<file path="src/design/isu_pkg.sv">
// shared types and constants for the interval set union block
`default_nettype none
package isu_pkg;

   localparam logic [1:0] MODE_INCLUDE = 2'd0;
   localparam logic [1:0] MODE_LOOKUP  = 2'd1;
   localparam logic [1:0] MODE_INVERT  = 2'd2;

   localparam logic signed [31:0] VAL_MIN = 32'sh8000_0000;
   localparam logic signed [31:0] VAL_MAX = 32'sh7fff_ffff;

   typedef struct packed {
      logic [1:0]         mode;
      logic signed [31:0] range_low;
      logic signed [31:0] range_high;
      logic signed [31:0] probe_value;
   } req_type;

   typedef struct packed {
      logic               hit;
      logic [3:0]         hit_index;
      logic signed [31:0] smallest;
      logic signed [31:0] largest;
      logic [31:0]        element_count;
      logic [4:0]         interval_count;
      logic               overflow;
   } rsp_type;

endpackage
`default_nettype wire

</file>
<file path="src/design/isu_front.sv">
// request intake: two-entry queue holding accepted requests for the engine
`default_nettype none
module isu_front (
   input  wire logic            clock,
   input  wire logic            reset,
   input  wire logic            req_push,
   output logic                 req_full,
   input  wire isu_pkg::req_type req_data,
   output logic                 cmd_valid,
   input  wire logic            cmd_take,
   output isu_pkg::req_type     cmd_data
);

   isu_pkg::req_type buf_ff [2];
   logic       rd_ptr_ff, wr_ptr_ff;
   logic [1:0] cnt_ff;
   logic       do_push, do_pop;

   assign req_full  = (cnt_ff == 2'd2);
   assign cmd_valid = (cnt_ff != 2'd0);
   assign cmd_data  = buf_ff[rd_ptr_ff];
   assign do_push   = req_push && !req_full;
   assign do_pop    = cmd_take && cmd_valid;

   // storage write
   always_ff @(posedge clock) begin
      if (do_push) buf_ff[wr_ptr_ff] <= req_data;
   end

   // pointers and fill count
   always_ff @(posedge clock) begin
      if (reset) begin
         rd_ptr_ff <= 1'b0;
         wr_ptr_ff <= 1'b0;
         cnt_ff    <= 2'd0;
      end else begin
         if (do_push) wr_ptr_ff <= ~wr_ptr_ff;
         if (do_pop)  rd_ptr_ff <= ~rd_ptr_ff;
         cnt_ff <= cnt_ff + {1'b0, do_push} - {1'b0, do_pop};
      end
   end

`ifndef SYNTHESIS
   a_no_overfill: assert property (@(posedge clock) disable iff (reset)
      cnt_ff != 2'd3) else $error("intake queue overfilled");
   a_take_valid: assert property (@(posedge clock) disable iff (reset)
      req_full |-> cmd_valid) else $error("full queue reports no request");
   a_count_up: assert property (@(posedge clock) disable iff (reset)
      (do_push && !do_pop) |=> cnt_ff == $past(cnt_ff) + 2'd1)
      else $error("fill count missed a push");
`endif

endmodule
`default_nettype wire

</file>
<file path="src/design/isu_engine.sv">
// set engine: interval store, per-request sweep, status and result register
`default_nettype none
module isu_engine #(
   parameter int MAX_INTERVALS = 16
) (
   input  wire logic            clock,
   input  wire logic            reset,
   input  wire logic            cmd_valid,
   output logic                 cmd_take,
   input  wire isu_pkg::req_type cmd_data,
   output logic                 rsp_empty,
   input  wire logic            rsp_pop,
   output isu_pkg::rsp_type     rsp_data
);

   localparam int IW = $clog2(MAX_INTERVALS);
   localparam int CW = $clog2(MAX_INTERVALS + 2);

   localparam logic [2:0] ST_IDLE = 3'd0;
   localparam logic [2:0] ST_SCAN = 3'd1;
   localparam logic [2:0] ST_STAT = 3'd2;
   localparam logic [2:0] ST_DONE = 3'd3;

   // live and scratch stores, bank selects which is live
   logic signed [31:0] st_ff [2][MAX_INTERVALS];
   logic signed [31:0] en_ff [2][MAX_INTERVALS];
   logic               bank_ff, bank_in;
   logic [CW-1:0]      n_ff, n_in;

   logic [2:0]         state_ff, state_in;
   isu_pkg::req_type   op_ff;
   logic [CW-1:0]      i_ff, i_in;
   logic [CW-1:0]      k_ff, k_in;
   logic signed [32:0] lo_ff, lo_in, hi_ff, hi_in;
   logic               placed_ff, placed_in;
   logic               hit_ff, hit_in, ovf_ff, ovf_in;
   logic [3:0]         hidx_ff, hidx_in;
   logic [31:0]        cnt_ff, cnt_in;
   logic               outv_ff, outv_in;
   isu_pkg::rsp_type   out_ff, out_in;

   logic               wr_en;
   logic [CW-1:0]      wr_idx;
   logic signed [31:0] wr_st, wr_en_v;
   logic signed [32:0] cur_st, cur_en;
   logic [IW-1:0]      ri;
   logic               in_rng;

   assign ri     = i_ff[IW-1:0];
   assign in_rng = (i_ff < n_ff);
   assign cur_st = in_rng ? 33'(st_ff[bank_ff][ri]) : 33'sd0;
   assign cur_en = in_rng ? 33'(en_ff[bank_ff][ri]) : 33'sd0;

   assign cmd_take  = (state_ff == ST_IDLE) && cmd_valid;
   assign rsp_empty = !outv_ff;
   assign rsp_data  = out_ff;

   // one stored interval per cycle through the sweep, except the revisit after a merged interval
   always_comb begin
      state_in  = state_ff;
      i_in      = i_ff;
      k_in      = k_ff;
      lo_in     = lo_ff;
      hi_in     = hi_ff;
      placed_in = placed_ff;
      hit_in    = hit_ff;
      hidx_in   = hidx_ff;
      ovf_in    = ovf_ff;
      cnt_in    = cnt_ff;
      bank_in   = bank_ff;
      n_in      = n_ff;
      outv_in   = outv_ff && !rsp_pop;
      out_in    = out_ff;
      wr_en     = 1'b0;
      wr_idx    = k_ff;
      wr_st     = lo_ff[31:0];
      wr_en_v   = hi_ff[31:0];
      unique case (state_ff)
         ST_IDLE: begin
            i_in      = '0;
            k_in      = '0;
            placed_in = 1'b0;
            hit_in    = 1'b0;
            hidx_in   = '0;
            ovf_in    = 1'b0;
            cnt_in    = '0;
            lo_in     = 33'(cmd_data.range_low);
            hi_in     = 33'(cmd_data.range_high);
            if (cmd_valid) begin
               if (cmd_data.mode == isu_pkg::MODE_INVERT) begin
                  // first gap starts at the bottom of the value range
                  lo_in = 33'(isu_pkg::VAL_MIN);
                  state_in = ST_SCAN;
               end else if (cmd_data.mode == isu_pkg::MODE_INCLUDE &&
                            cmd_data.range_high > cmd_data.range_low) begin
                  state_in = ST_SCAN;
               end else if (cmd_data.mode == isu_pkg::MODE_LOOKUP) begin
                  state_in = ST_SCAN;
               end else begin
                  state_in = ST_STAT;
               end
            end
         end
         ST_SCAN: begin
            i_in = i_ff + CW'(1);
            case (op_ff.mode)
               isu_pkg::MODE_LOOKUP: begin
                  if (in_rng && !hit_ff && cur_st <= 33'(op_ff.probe_value) &&
                      33'(op_ff.probe_value) < cur_en) begin
                     hit_in  = 1'b1;
                     hidx_in = 4'(i_ff);
                  end
                  if (!in_rng) state_in = ST_STAT;
               end
               isu_pkg::MODE_INVERT: begin
                  if (in_rng) begin
                     // emit gap before this interval unless it is empty
                     if (cur_st != lo_ff) begin
                        wr_en   = 1'b1;
                        wr_st   = lo_ff[31:0];
                        wr_en_v = cur_st[31:0];
                        k_in    = k_ff + CW'(1);
                     end
                     lo_in = cur_en;
                  end else begin
                     if (lo_ff != 33'(isu_pkg::VAL_MAX)) begin
                        wr_en   = 1'b1;
                        wr_st   = lo_ff[31:0];
                        wr_en_v = isu_pkg::VAL_MAX;
                        k_in    = k_ff + CW'(1);
                     end
                     state_in = ST_STAT;
                  end
               end
               default: begin
                  if (in_rng && !placed_ff && cur_en < lo_ff) begin
                     wr_en   = 1'b1;
                     wr_st   = cur_st[31:0];
                     wr_en_v = cur_en[31:0];
                     k_in    = k_ff + CW'(1);
                  end else if (in_rng && !placed_ff && cur_st <= hi_ff) begin
                     if (cur_st < lo_ff) lo_in = cur_st;
                     if (cur_en > hi_ff) hi_in = cur_en;
                  end else if (!placed_ff) begin
                     // merged interval goes out, this entry is revisited
                     wr_en     = 1'b1;
                     k_in      = k_ff + CW'(1);
                     placed_in = 1'b1;
                     i_in      = i_ff;
                  end else if (in_rng) begin
                     wr_en   = 1'b1;
                     wr_st   = cur_st[31:0];
                     wr_en_v = cur_en[31:0];
                     k_in    = k_ff + CW'(1);
                  end else begin
                     state_in = ST_STAT;
                  end
               end
            endcase
            if (state_in == ST_STAT) begin
               i_in = '0;
               if (op_ff.mode != isu_pkg::MODE_LOOKUP) begin
                  if (k_in > CW'(MAX_INTERVALS)) begin
                     ovf_in = 1'b1;
                  end else begin
                     bank_in = ~bank_ff;
                     n_in    = k_in;
                  end
               end
            end
         end
         ST_STAT: begin
            // element count summed one interval a cycle
            if (in_rng) begin
               cnt_in = cnt_ff + 32'(cur_en - cur_st);
               i_in   = i_ff + CW'(1);
            end else begin
               state_in = ST_DONE;
            end
         end
         ST_DONE: begin
            if (!outv_in) begin
               out_in.hit            = hit_ff;
               out_in.hit_index      = hidx_ff;
               out_in.overflow       = ovf_ff;
               out_in.element_count  = cnt_ff;
               out_in.interval_count = 5'(n_ff);
               out_in.smallest       = (n_ff == '0) ? isu_pkg::VAL_MAX :
                                       st_ff[bank_ff][0];
               out_in.largest        = (n_ff == '0) ? isu_pkg::VAL_MIN :
                                       en_ff[bank_ff][IW'(n_ff - CW'(1))] - 32'sd1;
               outv_in  = 1'b1;
               state_in = ST_IDLE;
            end
         end
         default: state_in = ST_IDLE;
      endcase
   end

   // scratch bank write, entries past capacity are dropped
   always_ff @(posedge clock) begin
      if (wr_en && wr_idx < CW'(MAX_INTERVALS)) begin
         st_ff[~bank_ff][wr_idx[IW-1:0]] <= wr_st;
         en_ff[~bank_ff][wr_idx[IW-1:0]] <= wr_en_v;
      end
   end

   // control and payload registers
   always_ff @(posedge clock) begin
      if (reset) begin
         state_ff <= ST_IDLE;
         outv_ff  <= 1'b0;
         n_ff     <= '0;
         bank_ff  <= 1'b0;
      end else begin
         state_ff <= state_in;
         outv_ff  <= outv_in;
         n_ff     <= n_in;
         bank_ff  <= bank_in;
      end
      if (cmd_take) op_ff <= cmd_data;
      i_ff      <= i_in;
      k_ff      <= k_in;
      lo_ff     <= lo_in;
      hi_ff     <= hi_in;
      placed_ff <= placed_in;
      hit_ff    <= hit_in;
      hidx_ff   <= hidx_in;
      ovf_ff    <= ovf_in;
      cnt_ff    <= cnt_in;
      out_ff    <= out_in;
   end

`ifndef SYNTHESIS
   a_cap: assert property (@(posedge clock) disable iff (reset)
      n_ff <= CW'(MAX_INTERVALS)) else $error("interval count above capacity");
   a_out_hold: assert property (@(posedge clock) disable iff (reset)
      (outv_ff && !rsp_pop) |=> outv_ff && $stable(out_ff))
      else $error("pending result changed");
   a_ovf_keep: assert property (@(posedge clock) disable iff (reset)
      (state_ff == ST_STAT && ovf_ff) |-> $stable(n_ff))
      else $error("overflow altered the set");
   a_take_idle: assert property (@(posedge clock) disable iff (reset)
      cmd_take |=> state_ff != ST_IDLE) else $error("request taken but idle");
`endif

endmodule
`default_nettype wire

</file>
<file path="src/design/interval_set_union_top.sv">
// top level of the interval set union block
//   channel   direction  handshake        payload
//   req       in         req_push/req_full isu_pkg::req_type
//   rsp       out        rsp_pop/rsp_empty isu_pkg::rsp_type
// push to result: the request waits in the queue, is taken while the engine is idle,
// goes through the sweep (skipped for an empty include or unused mode) and the count pass
// the engine reads one stored interval per cycle in the sweep, bar the revisit after
// a merged interval, and again in the element count pass; a result still waiting at the output holds it
// reset clears the set to empty; no memory clearing pass is needed
// two requests queue in front of the engine, one result waits at the output
`default_nettype none
module interval_set_union_top #(
   parameter int MAX_INTERVALS = 16
) (
   input  wire logic             clock,
   input  wire logic             reset,
   input  wire logic             req_push,
   output logic                  req_full,
   input  wire isu_pkg::req_type req_data,
   output logic                  rsp_empty,
   input  wire logic             rsp_pop,
   output isu_pkg::rsp_type      rsp_data
);

   logic             cmd_valid, cmd_take;
   isu_pkg::req_type cmd_data;

   isu_front u_front (
      .clock(clock), .reset(reset),
      .req_push(req_push), .req_full(req_full), .req_data(req_data),
      .cmd_valid(cmd_valid), .cmd_take(cmd_take), .cmd_data(cmd_data)
   );

   isu_engine #(.MAX_INTERVALS(MAX_INTERVALS)) u_engine (
      .clock(clock), .reset(reset),
      .cmd_valid(cmd_valid), .cmd_take(cmd_take), .cmd_data(cmd_data),
      .rsp_empty(rsp_empty), .rsp_pop(rsp_pop), .rsp_data(rsp_data)
   );

endmodule
`default_nettype wire
</file>
<file path="config.mk">
export PLATFORM = sky130hd
export DESIGN_NAME = interval_set_union_top
export DESIGN_NICKNAME = d
export VERILOG_FILES = /design/src/design/isu_pkg.sv /design/src/design/isu_front.sv /design/src/design/isu_engine.sv /design/src/design/interval_set_union_top.sv
export SDC_FILE = /design/constraint.sdc
export NUM_CORES = 2
export LEC_CHECK = 0
export ABC_AREA = 1
export BUFFER_PORTS_ARGS = -buffer_cell sky130_fd_sc_hd__buf_2
export CAP_MARGIN = 20
export CORE_UTILIZATION = 27
export DETAILED_ROUTE_END_ITERATION = 16
export PLACE_DENSITY = 0.44
export SETUP_SLACK_MARGIN = 0.15
export SKIP_CTS_REPAIR_TIMING = 1
export SLEW_MARGIN = 40
export SYNTH_ARGS = -nofsm -noshare
export SYNTH_HDL_FRONTEND = slang
export SYNTH_HIERARCHICAL = 1
export SYNTH_SLANG_ARGS = --single-unit
</file>
<file path="constraint.sdc">
create_clock -name clock -period 14 [get_ports clock]
set_clock_uncertainty 0.15 [all_clocks]
set_input_delay 0 -clock clock [delete_from_list [all_inputs] [get_ports clock]]
set_output_delay 0 -clock clock [all_outputs]
set_load 0.01 [all_outputs]
</file>
==> flow_summary_export.csv <==
group,metric,value,unit
outcome,status,"complete, no violations",
pwr,total_power,0.02633,W
layout,syn2layout_area_growth,17.96,%
yosys,synthArstFlopShare,0,%
worst_hold_path,worstHoldStart,"reset",
yosys,ys.warnings.count,6,
place,dp_cells,15030,
routing,first_pass_iters,8,
clocking,root_buffer,"clkbuf_16",
clocking,cts_buffer_depth,4,
routing,drt_iter0_markers,9401,
layout,layout.cells.non_filler,15770,
yosys,synth.avg_cell_area,11.99,µm²
grt,grt.overflow.total,0,
timing,whs,0.8424,ps
timing,finalSetupTns,0,ps
setup_path,crit_arrival,9550,ps
pwr,vdd_drop_max,0.0001182,V
pwr,total_leakage_power,47.01,nW
routing,ant_nets,0,
die,std_cell_rows,238,
layout,layout.nets,10300,
place,gp_congestion,0.9180,
yosys,yosysMostFrequentCell,"edfxtp_1",
yosys,synth_area,114000,µm²
layout,register_area,75340,µm²
clocking,cts_made_buffers,297,
routing,vias,81150,
setup_path,max_stage_delay,760,ps
die,num_io_pins,211,
setup_path,start_kind,"register",
die,die_h,651.9,µm
yosys,synth_edf_count,2498,
grt,grt_pass1_vias,77610,
clocking,clkTransAtPathRegs,60,ps
layout,fin_util,31.99,%
timing,slew_violations,0,
grt,grt_usage,20.07,%
setup_path,critPathMaxFanout,146,
timing,worstMarginPinSlew,954.7,ps
setup_path,cp_common_cell,"nand2_1",
job,maxCapViolCount,0,
yosys,synthCells,9510,
setup_path,worstRegToRegCells,35,
timing,fmax,108.8,MHz
yosys,synth_area_leaders,"edfxtp_1 66%, nand2_1 7.6%, a21oi_1 3.8%",
die,core_area,420500,µm²
routing,wl,442600,µm
yosys,syn_nets,9912,
yosys,synth_top_area_share,65.78,%
pwr,cellPowerDensity,195.7,nW/µm²
routing,vias_per_cell,5.146,
timing,min_period_over_period,65.63,%
yosys,synth_cell_types,72,
clocking,htreeDepth,5,
grt,grt_max_degree,147,
yosys,yosysTopAreaCell,"edfxtp_1",
layout,fill_cells,42050,
layout,drive_gt1_share,11.63,%
setup_path,required,14370,ps
die,fp.dieW,651.9,µm
setup_path,cp_slowest_cell,"buf_4",
clocking,clock_latency,930,ps
grt,antenna_found_initial,21,
yosys,synth_seq_cells,2514,
clocking,clock_sinks,2514,
routing,drc,0,
place,place_hpwl,269500,µm
routing,routedWlPerCell,28.07,µm
die,start_util,27.12,%
yosys,synth_flop_cell,"edfxtp_1",
timing,slew-limit-headroom,36.35,%
timing,hold_viol,0,
yosys,synthTopCellsByCount,"2498 x edfxtp_1, 2303 x nand2_1, 865 x a21oi_1",
yosys,synth-seq-area-share,66.06,%
grt,grt_first_pass_wirelength,613500,µm
timing,setup_viol,0,
clocking,cts_tree,"yes",
layout,multi_input_area,34980,µm²
setup_path,critPathCaptureType,"register",
setup_path,critPathKind,"register to register",
timing,fin_crit,9189,ps
die,die_area,425000,µm²
place,portBuffers,210,
timing,rsz0062_at_grt,"no",
worst_hold_path,hp-class,"input pin to register",
worst_hold_path,holdPathStages,3,
==> layout by cell type, fill, tap and decap left out, types with 15 or more instances in the layout <==
master | Yosys | layout
o211ai_1 | 358 | 358
a311o_1 | 18 | 18
nand3_1 | 288 | 287
o221ai_1 | 92 | 80
ha_1 | 269 | 268
a221oi_1 | 103 | 102
dlygate4sd3_1 | 0 | 204
nor2_1 | 245 | 207
o21ai_2 | 3 | 19
o21a_1 | 20 | 20
o21ai_1 | 69 | 68
clkbuf_16 | 0 | 309
inv_1 | 435 | 427
a32o_1 | 68 | 68
nor3_1 | 33 | 29
mux2_2 | 79 | 79
a21oi_1 | 865 | 860
a311oi_1 | 17 | 17
clkinv_1 | 4 | 59
nor2_2 | 12 | 15
mux2i_1 | 240 | 237
buf_4 | 57 | 173
o21ai_0 | 545 | 513
mux2_4 | 20 | 20
clkbuf_1 | 267 | 57
o21ai_4 | 0 | 17
nor2_4 | 7 | 42
nand2_1 | 2303 | 2301
edfxtp_1 | 2498 | 2498
o311ai_1 | 33 | 28
clkinv_2 | 0 | 38
buf_2 | 154 | 212
buf_8 | 0 | 21
bufinv_16 | 0 | 24
buf_6 | 61 | 32
nand4_1 | 55 | 55
buf_12 | 0 | 24
fa_1 | 31 | 31
==> layout make-up <==
class | count | area share [%]
diodes | 9 | 0.01674
flip-flops and latches | 2514 | 56.01
clock inverters | 154 | 1.132
multi-input cells | 5954 | 26.00
inverters | 452 | 1.303
well taps | 5640 | 5.246
clock buffers | 367 | 5.917
repair buffers | 678 | 4.377
==> layer usage <==
metal  GRT usage (%)  share of wire [%]  routed length [µm]
met3           3.401                7.1               31330
met4           5.304                2.8               12340
met2           32.22                 46              203100
met1           27.93                 44              195800
met5               0              0.018                  81
==> power by group <==
part           internal, W  switching [W]
clock network      0.00449        0.00322
registers          0.00916       0.000196
logic              0.00243        0.00684
==> state kept, by name, summed over array words and instances (netlist names), 32 cells and up, named ones only <==
name,count
u_engine/rsp_data,107
u_engine/cnt_ff,32
u_engine/lo_ff,32
u_engine/op_ff,34
u_engine/en_ff,1024
u_engine/hi_ff,32
u_front/buf_ff,196
u_engine/st_ff,1024
==> logic make-up (layout without fill, tap and decap cells) <==
kind of cell / Yosys count / count (layout) / synth area share, %
and+or+nand+nor: 3004 / 3004 / 10.61
DFF: 2514 / 2514 / 66.06
AOI/OAI and AO/OA: 2294 / 2294 / 12.36
buffers and inverters: 1042 / 1651 / 4.190
muxes: 339 / 339 / 3.150
adders and majority gates: 300 / 300 / 3.496
xor gates and xnor gates: 16 / 16 / 0.1361
other: 1 / 10 / 0.003288
==> worst max-delay path, delay by kind of cell, from the launching register on <==
kind	cells	cell delay (ps)
buf+inv	8	3690
flops	1	560
simple gates	20	2430
fa+ha+maj	1	270
compound gates	6	1280
==> through the flow <==
stage	setup slack [ps]	cell area [µm²]
floorplan	2365	114000
global placement	4284	122000
detailed placement	4905	122800
CTS	4850	132300
global route	4399	134500
finish	4811	134500
==> path summary, 6_finish.rpt <==
| kind | end | slack, ps |
|---|---|---|
| max | u_engine/st_ff[1][35]$_DFFE_PP_ | 4810 |
| min | u_engine/state_ff[1]$_SDFFE_PP0P_ | 0.8 |
| max reg2reg | u_engine/st_ff[1][35]$_DFFE_PP_ | 4810 |
| min reg2reg | u_engine/rsp_data[103]$_DFFE_PP_ | 270 |
Power figures use the tool's default switching activity.
